`src/kst_pkg.sv`:
```
package kst_pkg;

   localparam int COLUMNS     = 8;
   localparam int COL_W       = 3;
   localparam int ROW_W       = 4;
   localparam int TIME_W      = 32;
   localparam int CSR_INDEX_W = 3;

   localparam logic [1:0] OP_KEY_EVENT     = 2'd0;
   localparam logic [1:0] OP_STUCK_CHECK   = 2'd1;
   localparam logic [1:0] OP_FORCE_RELEASE = 2'd2;

   localparam logic [CSR_INDEX_W-1:0] CSR_MATRIX_ROWS      = 3'd0;
   localparam logic [CSR_INDEX_W-1:0] CSR_MATRIX_COLUMNS   = 3'd1;
   localparam logic [CSR_INDEX_W-1:0] CSR_STUCK_TIMEOUT_MS = 3'd2;
   localparam logic [CSR_INDEX_W-1:0] CSR_CAPS_KEY_CODE    = 3'd3;
   localparam logic [CSR_INDEX_W-1:0] CSR_CAPS_DEBOUNCE_MS = 3'd4;

   localparam logic [4:0]        MATRIX_ROWS_RESET      = 5'd14;
   localparam logic [3:0]        MATRIX_COLUMNS_RESET   = 4'd8;
   localparam logic [TIME_W-1:0] STUCK_TIMEOUT_RESET    = 32'd10000;
   localparam logic [6:0]        CAPS_KEY_CODE_RESET    = 7'd57;
   localparam logic [15:0]       CAPS_DEBOUNCE_RESET    = 16'd150;

   typedef struct packed {
      logic [1:0]        opcode;
      logic [6:0]        key_code;
      logic              key_released;
      logic [ROW_W-1:0]  sweep_row;
      logic [TIME_W-1:0] now_ms;
   } req_word_type;

   typedef struct packed {
      logic [ROW_W-1:0] out_row;
      logic [COL_W-1:0] out_col;
      logic             out_pressed;
      logic             last_of_run;
   } rsp_word_type;

endpackage

```
`src/kst_ram.sv`:
```
module kst_ram #(
   parameter int WIDTH = 32,
   parameter int DEPTH = 128
) (
   input  logic                     clock,
   input  logic                     wr_en,
   input  logic [$clog2(DEPTH)-1:0] wr_addr,
   input  logic [WIDTH-1:0]         wr_data,
   input  logic [$clog2(DEPTH)-1:0] rd_addr,
   output logic [WIDTH-1:0]         rd_data
);

   logic [WIDTH-1:0] mem [DEPTH];
   logic [WIDTH-1:0] rd_data_ff;

   always_ff @(posedge clock) begin
      if (wr_en) begin
         mem[wr_addr] <= wr_data;
      end
      rd_data_ff <= mem[rd_addr];
   end

   assign rd_data = rd_data_ff;

endmodule

```
`src/kst_alu.sv`:
```
module kst_alu (
   input  logic [kst_pkg::TIME_W-1:0] minuend,
   input  logic [kst_pkg::TIME_W-1:0] subtrahend,
   input  logic [kst_pkg::TIME_W-1:0] limit,
   input  logic                       limit_first,
   output logic                       less
);
   import kst_pkg::*;

   logic [TIME_W-1:0] diff;

   // wrapping elapsed time, then one shared magnitude compare
   assign diff = minuend - subtrahend;
   assign less = limit_first ? (limit < diff) : (diff < limit);

endmodule

```
`src/key_state_tracker.sv`:
```
// Tracks held keys of a virtual matrix (row = code / 8, column = code % 8) and reports
// presses and releases, one word per result, the final word of each input marked by
// last_of_run. A plain key event gives one word, or a release and then a press for a
// repeated press; a caps key event first passes a debounce compare and then gives a
// press and a release. A force release gives one release per released key. A
// stuck-key check reads the press time memory one column per cycle through its single
// read port and then gives one release per expired key. One item is worked
// on at a time, and req_stall is high until its last result sits in the output register;
// a stalled rsp side holds the block in place. Items turned away in the idle state
// (code outside the matrix, unused opcode, empty or out-of-range row, disabled timeout)
// give no word; a dropped caps event also passes its debounce compare, and a stuck check
// that finds no expired key still runs the full scan.
module key_state_tracker #(
   parameter int MAX_ROWS = 16
) (
   input  logic                                clock,
   input  logic                                reset,
   input  logic                                req_valid,
   output logic                                req_stall,
   input  kst_pkg::req_word_type               req_word,
   output logic                                rsp_valid,
   input  logic                                rsp_stall,
   output kst_pkg::rsp_word_type               rsp_word,
   input  logic                                csr_valid,
   output logic                                csr_ready,
   input  logic [kst_pkg::CSR_INDEX_W-1:0]     csr_index,
   input  logic [kst_pkg::TIME_W-1:0]          csr_wdata
);
   import kst_pkg::*;

   localparam int ROW_IDX_W = (MAX_ROWS > 1) ? $clog2(MAX_ROWS) : 1;
   localparam int PT_ADDR_W = ROW_IDX_W + COL_W;
   localparam int PT_DEPTH  = (1 << ROW_IDX_W) * COLUMNS;
   localparam int CNT_W     = COL_W + 1;
   localparam logic [ROW_W:0]   ROW_LIMIT = (ROW_W + 1)'(MAX_ROWS);
   localparam logic [CNT_W-1:0] SCAN_LAST = CNT_W'(COLUMNS);

   typedef enum logic [5:0] {
      S_IDLE = 6'b000001,
      S_CAPS = 6'b000010,
      S_SCAN = 6'b000100,
      S_LEAD = 6'b001000,
      S_TAIL = 6'b010000,
      S_EMIT = 6'b100000
   } state_type;

   state_type state_ff, state_in;

   logic [4:0]        matrix_rows_ff, matrix_rows_in;
   logic [3:0]        matrix_columns_ff, matrix_columns_in;
   logic [TIME_W-1:0] stuck_timeout_ff, stuck_timeout_in;
   logic [6:0]        caps_code_ff, caps_code_in;
   logic [15:0]       caps_debounce_ff, caps_debounce_in;

   logic [COLUMNS-1:0] held_ff [MAX_ROWS];
   logic [COLUMNS-1:0] held_in [MAX_ROWS];
   logic               caps_down_ff, caps_down_in;
   logic [TIME_W-1:0]  toggle_time_ff, toggle_time_in;

   logic [TIME_W-1:0]  now_ff, now_in;
   logic [ROW_W-1:0]   row_ff, row_in;
   logic [COL_W-1:0]   col_ff, col_in;
   logic               key_pressed_ff, key_pressed_in;
   logic               tail_pressed_ff, tail_pressed_in;
   logic [COLUMNS-1:0] mask_ff, mask_in;
   logic [CNT_W-1:0]   cnt_ff, cnt_in;

   logic         rsp_valid_ff, rsp_valid_in;
   rsp_word_type rsp_word_ff, rsp_word_in;

   logic [ROW_W-1:0]   ev_row;
   logic [COL_W-1:0]   ev_col;
   logic               ev_in_matrix;
   logic               ev_recorded;
   logic               ev_is_caps;
   logic               ev_pressed;
   logic [COLUMNS-1:0] ev_held;
   logic               sw_ok;
   logic [COLUMNS-1:0] sw_held;
   logic [COLUMNS-1:0] col_enable;
   logic [COLUMNS-1:0] row_held;
   logic [COL_W-1:0]   scan_col;
   logic [COLUMNS-1:0] scan_mask;
   logic [COL_W-1:0]   emit_col;
   logic [COLUMNS-1:0] emit_rest;
   logic               out_free;

   logic                 pt_wr_en;
   logic [PT_ADDR_W-1:0] pt_wr_addr;
   logic [PT_ADDR_W-1:0] pt_rd_addr;
   logic [TIME_W-1:0]    pt_rd_data;

   logic [TIME_W-1:0] alu_subtrahend;
   logic [TIME_W-1:0] alu_limit;
   logic              alu_limit_first;
   logic              alu_less;

   kst_ram #(
      .WIDTH (TIME_W),
      .DEPTH (PT_DEPTH)
   ) u_press_time (
      .clock   (clock),
      .wr_en   (pt_wr_en),
      .wr_addr (pt_wr_addr),
      .wr_data (req_word.now_ms),
      .rd_addr (pt_rd_addr),
      .rd_data (pt_rd_data)
   );

   kst_alu u_alu (
      .minuend     (now_ff),
      .subtrahend  (alu_subtrahend),
      .limit       (alu_limit),
      .limit_first (alu_limit_first),
      .less        (alu_less)
   );

   assign ev_row       = req_word.key_code[6:COL_W];
   assign ev_col       = req_word.key_code[COL_W-1:0];
   assign ev_pressed   = !req_word.key_released;
   assign ev_in_matrix = ({1'b0, ev_row} < matrix_rows_ff) &&
                         ({1'b0, ev_col} < matrix_columns_ff);
   assign ev_recorded  = {1'b0, ev_row} < ROW_LIMIT;
   assign ev_is_caps   = req_word.key_code == caps_code_ff;
   assign ev_held      = ev_recorded ? held_ff[ev_row[ROW_IDX_W-1:0]] : '0;

   assign sw_ok   = ({1'b0, req_word.sweep_row} < matrix_rows_ff) &&
                    ({1'b0, req_word.sweep_row} < ROW_LIMIT);
   assign sw_held = sw_ok ? held_ff[req_word.sweep_row[ROW_IDX_W-1:0]] : '0;

   assign row_held = held_ff[row_ff[ROW_IDX_W-1:0]];

   always_comb begin
      for (int c = 0; c < COLUMNS; c++) begin
         col_enable[c] = {1'b0, COL_W'(c)} < matrix_columns_ff;
      end
   end

   // lowest pending column of a row sweep
   always_comb begin
      emit_col = '0;
      for (int i = COLUMNS - 1; i >= 0; i--) begin
         if (mask_ff[i]) begin
            emit_col = COL_W'(i);
         end
      end
      emit_rest           = mask_ff;
      emit_rest[emit_col] = 1'b0;
   end

   assign scan_col = cnt_ff[COL_W-1:0] - COL_W'(1);

   always_comb begin
      scan_mask = mask_ff;
      if (cnt_ff != '0 && row_held[scan_col] && col_enable[scan_col] && alu_less) begin
         scan_mask[scan_col] = 1'b1;
      end
   end

   assign alu_subtrahend  = (state_ff == S_CAPS) ? toggle_time_ff : pt_rd_data;
   assign alu_limit       = (state_ff == S_CAPS) ? {16'b0, caps_debounce_ff} : stuck_timeout_ff;
   assign alu_limit_first = state_ff != S_CAPS;

   assign pt_rd_addr = {row_ff[ROW_IDX_W-1:0], cnt_ff[COL_W-1:0]};
   assign pt_wr_addr = {ev_row[ROW_IDX_W-1:0], ev_col};
   assign pt_wr_en   = (state_ff == S_IDLE) && req_valid &&
                       (req_word.opcode == OP_KEY_EVENT) && ev_in_matrix && !ev_is_caps &&
                       ev_recorded && ev_pressed;

   assign out_free = !rsp_valid_ff || !rsp_stall;

   always_comb begin
      state_in        = state_ff;
      held_in         = held_ff;
      caps_down_in    = caps_down_ff;
      toggle_time_in  = toggle_time_ff;
      now_in          = now_ff;
      row_in          = row_ff;
      col_in          = col_ff;
      key_pressed_in  = key_pressed_ff;
      tail_pressed_in = tail_pressed_ff;
      mask_in         = mask_ff;
      cnt_in          = cnt_ff;
      rsp_valid_in    = rsp_valid_ff && rsp_stall;
      rsp_word_in     = rsp_word_ff;

      unique case (state_ff)
         S_IDLE: begin
            if (req_valid) begin
               now_in         = req_word.now_ms;
               key_pressed_in = ev_pressed;
               unique case (req_word.opcode)
                  OP_KEY_EVENT: begin
                     row_in = ev_row;
                     col_in = ev_col;
                     if (ev_in_matrix) begin
                        if (ev_is_caps) begin
                           state_in = S_CAPS;
                        end else begin
                           if (ev_recorded) begin
                              held_in[ev_row[ROW_IDX_W-1:0]][ev_col] = ev_pressed;
                           end
                           tail_pressed_in = ev_pressed;
                           state_in        = (ev_pressed && ev_held[ev_col]) ? S_LEAD : S_TAIL;
                        end
                     end
                  end
                  OP_STUCK_CHECK: begin
                     row_in = req_word.sweep_row;
                     if (stuck_timeout_ff != '0 && sw_held != '0) begin
                        mask_in  = '0;
                        cnt_in   = '0;
                        state_in = S_SCAN;
                     end
                  end
                  OP_FORCE_RELEASE: begin
                     row_in = req_word.sweep_row;
                     if (sw_held != '0) begin
                        held_in[req_word.sweep_row[ROW_IDX_W-1:0]] = '0;
                        mask_in = sw_held & col_enable;
                        if ((sw_held & col_enable) != '0) begin
                           state_in = S_EMIT;
                        end
                     end
                  end
                  default: begin
                  end
               endcase
            end
         end
         S_CAPS: begin
            if (!alu_less && key_pressed_ff != caps_down_ff) begin
               caps_down_in    = key_pressed_ff;
               toggle_time_in  = now_ff;
               tail_pressed_in = 1'b0;
               state_in        = S_LEAD;
            end else begin
               state_in = S_IDLE;
            end
         end
         S_SCAN: begin
            mask_in = scan_mask;
            cnt_in  = cnt_ff + CNT_W'(1);
            if (cnt_ff == SCAN_LAST) begin
               held_in[row_ff[ROW_IDX_W-1:0]] = row_held & ~scan_mask;
               state_in = (scan_mask != '0) ? S_EMIT : S_IDLE;
            end
         end
         S_LEAD: begin
            if (out_free) begin
               rsp_valid_in = 1'b1;
               rsp_word_in  = '{out_row: row_ff, out_col: col_ff,
                                out_pressed: !tail_pressed_ff, last_of_run: 1'b0};
               state_in     = S_TAIL;
            end
         end
         S_TAIL: begin
            if (out_free) begin
               rsp_valid_in = 1'b1;
               rsp_word_in  = '{out_row: row_ff, out_col: col_ff,
                                out_pressed: tail_pressed_ff, last_of_run: 1'b1};
               state_in     = S_IDLE;
            end
         end
         S_EMIT: begin
            if (out_free) begin
               rsp_valid_in = 1'b1;
               rsp_word_in  = '{out_row: row_ff, out_col: emit_col,
                                out_pressed: 1'b0, last_of_run: emit_rest == '0};
               mask_in      = emit_rest;
               if (emit_rest == '0) begin
                  state_in = S_IDLE;
               end
            end
         end
         default: begin
            state_in = S_IDLE;
         end
      endcase
   end

   always_comb begin
      matrix_rows_in    = matrix_rows_ff;
      matrix_columns_in = matrix_columns_ff;
      stuck_timeout_in  = stuck_timeout_ff;
      caps_code_in      = caps_code_ff;
      caps_debounce_in  = caps_debounce_ff;
      if (csr_valid && csr_ready) begin
         unique case (csr_index)
            CSR_MATRIX_ROWS:      matrix_rows_in    = csr_wdata[4:0];
            CSR_MATRIX_COLUMNS:   matrix_columns_in = csr_wdata[3:0];
            CSR_STUCK_TIMEOUT_MS: stuck_timeout_in  = csr_wdata;
            CSR_CAPS_KEY_CODE:    caps_code_in      = csr_wdata[6:0];
            CSR_CAPS_DEBOUNCE_MS: caps_debounce_in  = csr_wdata[15:0];
            default: begin
            end
         endcase
      end
   end

   always_ff @(posedge clock) begin
      if (reset) begin
         state_ff          <= S_IDLE;
         held_ff           <= '{default: '0};
         caps_down_ff      <= 1'b0;
         toggle_time_ff    <= '0;
         rsp_valid_ff      <= 1'b0;
         matrix_rows_ff    <= MATRIX_ROWS_RESET;
         matrix_columns_ff <= MATRIX_COLUMNS_RESET;
         stuck_timeout_ff  <= STUCK_TIMEOUT_RESET;
         caps_code_ff      <= CAPS_KEY_CODE_RESET;
         caps_debounce_ff  <= CAPS_DEBOUNCE_RESET;
      end else begin
         state_ff          <= state_in;
         held_ff           <= held_in;
         caps_down_ff      <= caps_down_in;
         toggle_time_ff    <= toggle_time_in;
         rsp_valid_ff      <= rsp_valid_in;
         matrix_rows_ff    <= matrix_rows_in;
         matrix_columns_ff <= matrix_columns_in;
         stuck_timeout_ff  <= stuck_timeout_in;
         caps_code_ff      <= caps_code_in;
         caps_debounce_ff  <= caps_debounce_in;
      end
   end

   always_ff @(posedge clock) begin
      now_ff          <= now_in;
      row_ff          <= row_in;
      col_ff          <= col_in;
      key_pressed_ff  <= key_pressed_in;
      tail_pressed_ff <= tail_pressed_in;
      mask_ff         <= mask_in;
      cnt_ff          <= cnt_in;
      rsp_word_ff     <= rsp_word_in;
   end

   assign req_stall = state_ff != S_IDLE;
   assign csr_ready = state_ff == S_IDLE;
   assign rsp_valid = rsp_valid_ff;
   assign rsp_word  = rsp_word_ff;

endmodule

```
`config.mk`:
```
export PLATFORM = sky130hd
export DESIGN_NAME = key_state_tracker
export DESIGN_NICKNAME = d
export VERILOG_FILES = /design/src/kst_pkg.sv /design/src/kst_ram.sv /design/src/kst_alu.sv /design/src/key_state_tracker.sv
export SDC_FILE = /design/constraint.sdc
export NUM_CORES = 2
export LEC_CHECK = 0
export BUFFER_PORTS_ARGS = -buffer_cell sky130_fd_sc_hd__buf_4
export CAP_MARGIN = 10
export CORE_MARGIN = 3
export CORE_UTILIZATION = 31
export DETAILED_ROUTE_END_ITERATION = 6
export PLACE_DENSITY_LB_ADDON = 0.12
export SETUP_SLACK_MARGIN = 0.1
export SLEW_MARGIN = 15
export SYNTH_ARGS = -nofsm -noshare
export SYNTH_HDL_FRONTEND = slang
export SYNTH_SLANG_ARGS = --single-unit
```
`constraint.sdc`:
```
create_clock -name clock -period 8.5 [get_ports clock]
set_input_delay 1.7 -clock clock [delete_from_list [all_inputs] [get_ports clock]]
set_output_delay 1.7 -clock clock [all_outputs]
set_load 0.03 [all_outputs]
```
==> flow_metrics.env <==
export IMPL_cts_tree="built"
export IMPL_syn_area_um2=178000
export IMPL_routabilityCongestion=0.849
export IMPL_initial_core_util_pct=31.2
export IMPL_power_leakage_nw=64.8
export IMPL_grt_overflow=0
export IMPL_crit_type="register to register"
export IMPL_synth_flop_cell="edfxtp_1"
export IMPL_cp_max_fo=16
export IMPL_drive_gt1_share_pct=24.7
export IMPL_synth_seq_area_share_pct=73.1
export IMPL_skew_ps=75.0
export IMPL_first_pass_iters=7
export IMPL_grt_usage_pct=19.7
export IMPL_hp_class="register to register"
export IMPL_grt_pass1_wl_um=811000
export IMPL_violations="DRC"
export IMPL_clockRootBuffer="clkbuf_16"
export IMPL_dpl_cell_area_um2=191000
export IMPL_drv_cap=0
export IMPL_cp_required_ps=9430
export IMPL_total_power_mw=51.1
export IMPL_vias_per_cell=5.44
export IMPL_cts_buffers=476
export IMPL_cts_sinks=4422
export IMPL_cp_num_buf_inv=5
export IMPL_setup_viol=0
export IMPL_antenna_found_initial=48
export IMPL_p_seq_share_pct=47.5
export IMPL_stdcell_count=17556
export IMPL_io_pins=98
export IMPL_clk_pin_slew_ps=60
export IMPL_hold_depth=2
export IMPL_cpMostUsedCell="buf_4"
export IMPL_worst_slew_pin_slew_ps=1370
export IMPL_avgRoutedWirePerCell_um=33.5
export IMPL_crit_family="compound AO/OA/AOI/OAI gates"
export IMPL_area_growth_syn_to_layout_pct=15.6
export IMPL_status="finished, violations left"
export IMPL_switching_share_pct=26.3
export IMPL_fin_crit_ps=7780
export IMPL_num_vias=95583
export IMPL_insertion_delay_ps=1040
export IMPL_cp_data_arrival_time_ps=8710
export IMPL_die_width_um=764
export IMPL_synth_cell_types=75
export IMPL_cp_start_kind="register"
export IMPL_ant_nets=0
export IMPL_combPwrFrac_pct=13.2
export IMPL_slew_viol_final=0
export IMPL_yosys_warnings=0
export IMPL_crit_path_max_incr_delay_ps=590
export IMPL_reg2regPathDepth=29
export IMPL_drc=2
export IMPL_grt_setup_unrepaired="false"
export IMPL_p_int_mw=37.6
export IMPL_hpwlAfterDp_um=345000
export IMPL_cts_hold_buf=0
export IMPL_synth_edff_count=4158
export IMPL_cts_resized=0
export IMPL_avgSynthCellArea_um2=19.3
export IMPL_tns_ps=0
export IMPL_slowest_stage="or4_1"
export IMPL_syn_inst=9222
export IMPL_p_switching_mw=13.5
export IMPL_cts_htree_levels=5
export IMPL_numPortBuffers=97
export IMPL_end_kind="register"
export IMPL_p_clk_share_pct=39.3
export IMPL_die_h_um=764
export IMPL_grt_pass1_vias=96152
export IMPL_power_density_nw_per_um2=248
export IMPL_slew_headroom_pct=7.64
export IMPL_drt_wl_total_um=589000
export IMPL_fin_hold_ws_ps=457
export IMPL_async_flop_share_pct=0
export IMPL_ys_seq_elements=4422
export IMPL_coreArea_um2=571000
export IMPL_die_area_um2=583000
export IMPL_peakVddDrop_mv=0.179
export IMPL_drt_iter0_drc=10637
export IMPL_postCtsSetupRepairBufs=0
export IMPL_clock_path_buffers=4
export IMPL_grt_max_degree=155
export IMPL_finalHoldViolations=0
export IMPL_design_area_um2=206000
export IMPL_finish_net_count=9749
export IMPL_syn_nets=9387
export IMPL_fmaxAchievable_ghz=0.129
export IMPL_crit_cells=29
export IMPL_num_fill_cells=52594
export IMPL_min_period_over_period_pct=91.5
export IMPL_dp_cells=16633
export IMPL_std_cell_rows=277
==> cell type report <==
cell class / instances / area [um^2] / area share (%)
clock inverters: 298 / 2500 / 1.22
inverters: 33 / 124 / 0.0602
repair buffers: 473 / 4220 / 2.05
well taps: 7533 / 9430 / 4.58
multi-input cells: 4178 / 46900 / 22.8
clock buffers: 577 / 12400 / 6.02
diodes: 42 / 105 / 0.0511
flip-flops and latches: 4422 / 130000 / 63.2
==> layout by cell type, fill, tap and decap left out, drive strengths merged, types with 239 or more instances in the layout <==
cell type,Yosys,routed
edfxtp,4158,4158
mux4,1118,1118
mux2i,598,598
clkbuf,410,577
buf,179,473
nor2,458,458
a21oi,368,368
nand2,305,305
o22ai,268,268
dfxtp,264,264
clkinv,1,239
==> routing by layer <==
layer | vias up | wire, um | global-route usage, % | part of all wire, %
met5 | - | 31 | 0 | 0.0053
met4 | 4 | 18000 | 5.21 | 3.1
met3 | 850 | 36200 | 2.98 | 6.1
met2 | 3582 | 278000 | 32.0 | 47
met1 | 51878 | 256000 | 27.8 | 44
li1 | 39269 | - | - | -
==> power groups by stage <==
stage,Clock [mW],Combinational [mW],Sequential [mW]
2_1_floorplan,0,3.69,24.6
3_3_place_gp,0,6.74,24.7
3_5_place_dp,0,6.77,24.7
4_1_cts,20.6,6.79,24.3
5_1_grt,21.5,7.16,24.3
6_report,20.1,6.73,24.3
==> state kept, by name (all words and copies together), names as in the netlist, 9 cells and up <==
signal and cells:
u_press_time.mem 4096, toggle_time_ff 32, stuck_timeout_ff 32, now_ff 32, caps_debounce_ff 16, u_press_time.rd_data 32
held_ff 128, rsp_word 9
==> cell families after synthesis <==
group           Yosys count  share of synthesized area [%]
compound gates         1335                           4.82
flops                  4422                           73.1
simple gates           1001                           2.44
mux                    1721                           17.5
xor+xnor                 41                          0.202
buf+inv                 622                           1.35
fa+ha+maj                80                          0.565
==> path summary, 6_finish.rpt <==
check                                            to           startpoint  slack, ps
worst min register to register  caps_debounce_ff[3]  caps_debounce_ff[3]        460
worst max register to register          held_ff[39]          state_ff[3]        720
worst min-delay path            caps_debounce_ff[3]  caps_debounce_ff[3]        460
worst max-delay path                    held_ff[39]          state_ff[3]        720
==> cells in the mapped netlist (5+ instances only) <==
library cell | count | area share (%)
a21oi_1 | 368 | 1.0
xnor2_1 | 19 | 0.093
nand2b_1 | 20 | 0.070
a211oi_1 | 13 | 0.055
o211ai_1 | 9 | 0.038
o22ai_1 | 268 | 0.94
or3_1 | 5 | 0.018
inv_1 | 32 | 0.067
buf_1 | 151 | 0.32
edfxtp_1 | 4158 | 70
nand3_1 | 24 | 0.067
o311ai_0 | 34 | 0.17
a221oi_1 | 8 | 0.039
a31oi_1 | 20 | 0.070
a22oi_1 | 138 | 0.58
xor2_1 | 22 | 0.11
a311oi_1 | 115 | 0.57
nor4_1 | 19 | 0.067
nand4_1 | 13 | 0.046
or4_1 | 5 | 0.021
a21o_1 | 23 | 0.097
and2_1 | 31 | 0.11
ha_1 | 78 | 0.55
a211o_1 | 7 | 0.034
mux2i_1 | 598 | 3.4
nor3b_1 | 6 | 0.025
nand3b_1 | 16 | 0.067
nor2b_1 | 25 | 0.088
or2_2 | 6 | 0.021
mux4_2 | 1118 | 14
a22o_1 | 12 | 0.059
buf_2 | 21 | 0.059
nor2_1 | 458 | 0.97
o21a_1 | 8 | 0.034
nand2_1 | 305 | 0.64
a2111oi_0 | 15 | 0.074
o221ai_1 | 6 | 0.030
o31ai_1 | 37 | 0.16
dfxtp_1 | 264 | 3.0
nor3_1 | 45 | 0.13
mux2_2 | 5 | 0.032
o21ai_0 | 217 | 0.61
and3_1 | 7 | 0.025
clkbuf_1 | 410 | 0.86
==> stage by stage <==
step / utilization (%) / setup slack [ps]
2_1_floorplan: - / 1510
3_3_place_gp: 33.4 / 67.3
3_5_place_dp: 33.4 / 357
4_1_cts: 36.0 / 295
5_1_grt: 36.0 / 267
6_report: 36.1 / 718
==> worst reg2reg max path: cells and delay by family (launching register included) <==
kind	cells	cell delay [ps]
simple gates	9	2190
buf+inv	5	930
fa+ha+maj	2	480
flops	1	430
compound gates	13	3690
No activity file was read; power rests on OpenSTA's default activity.
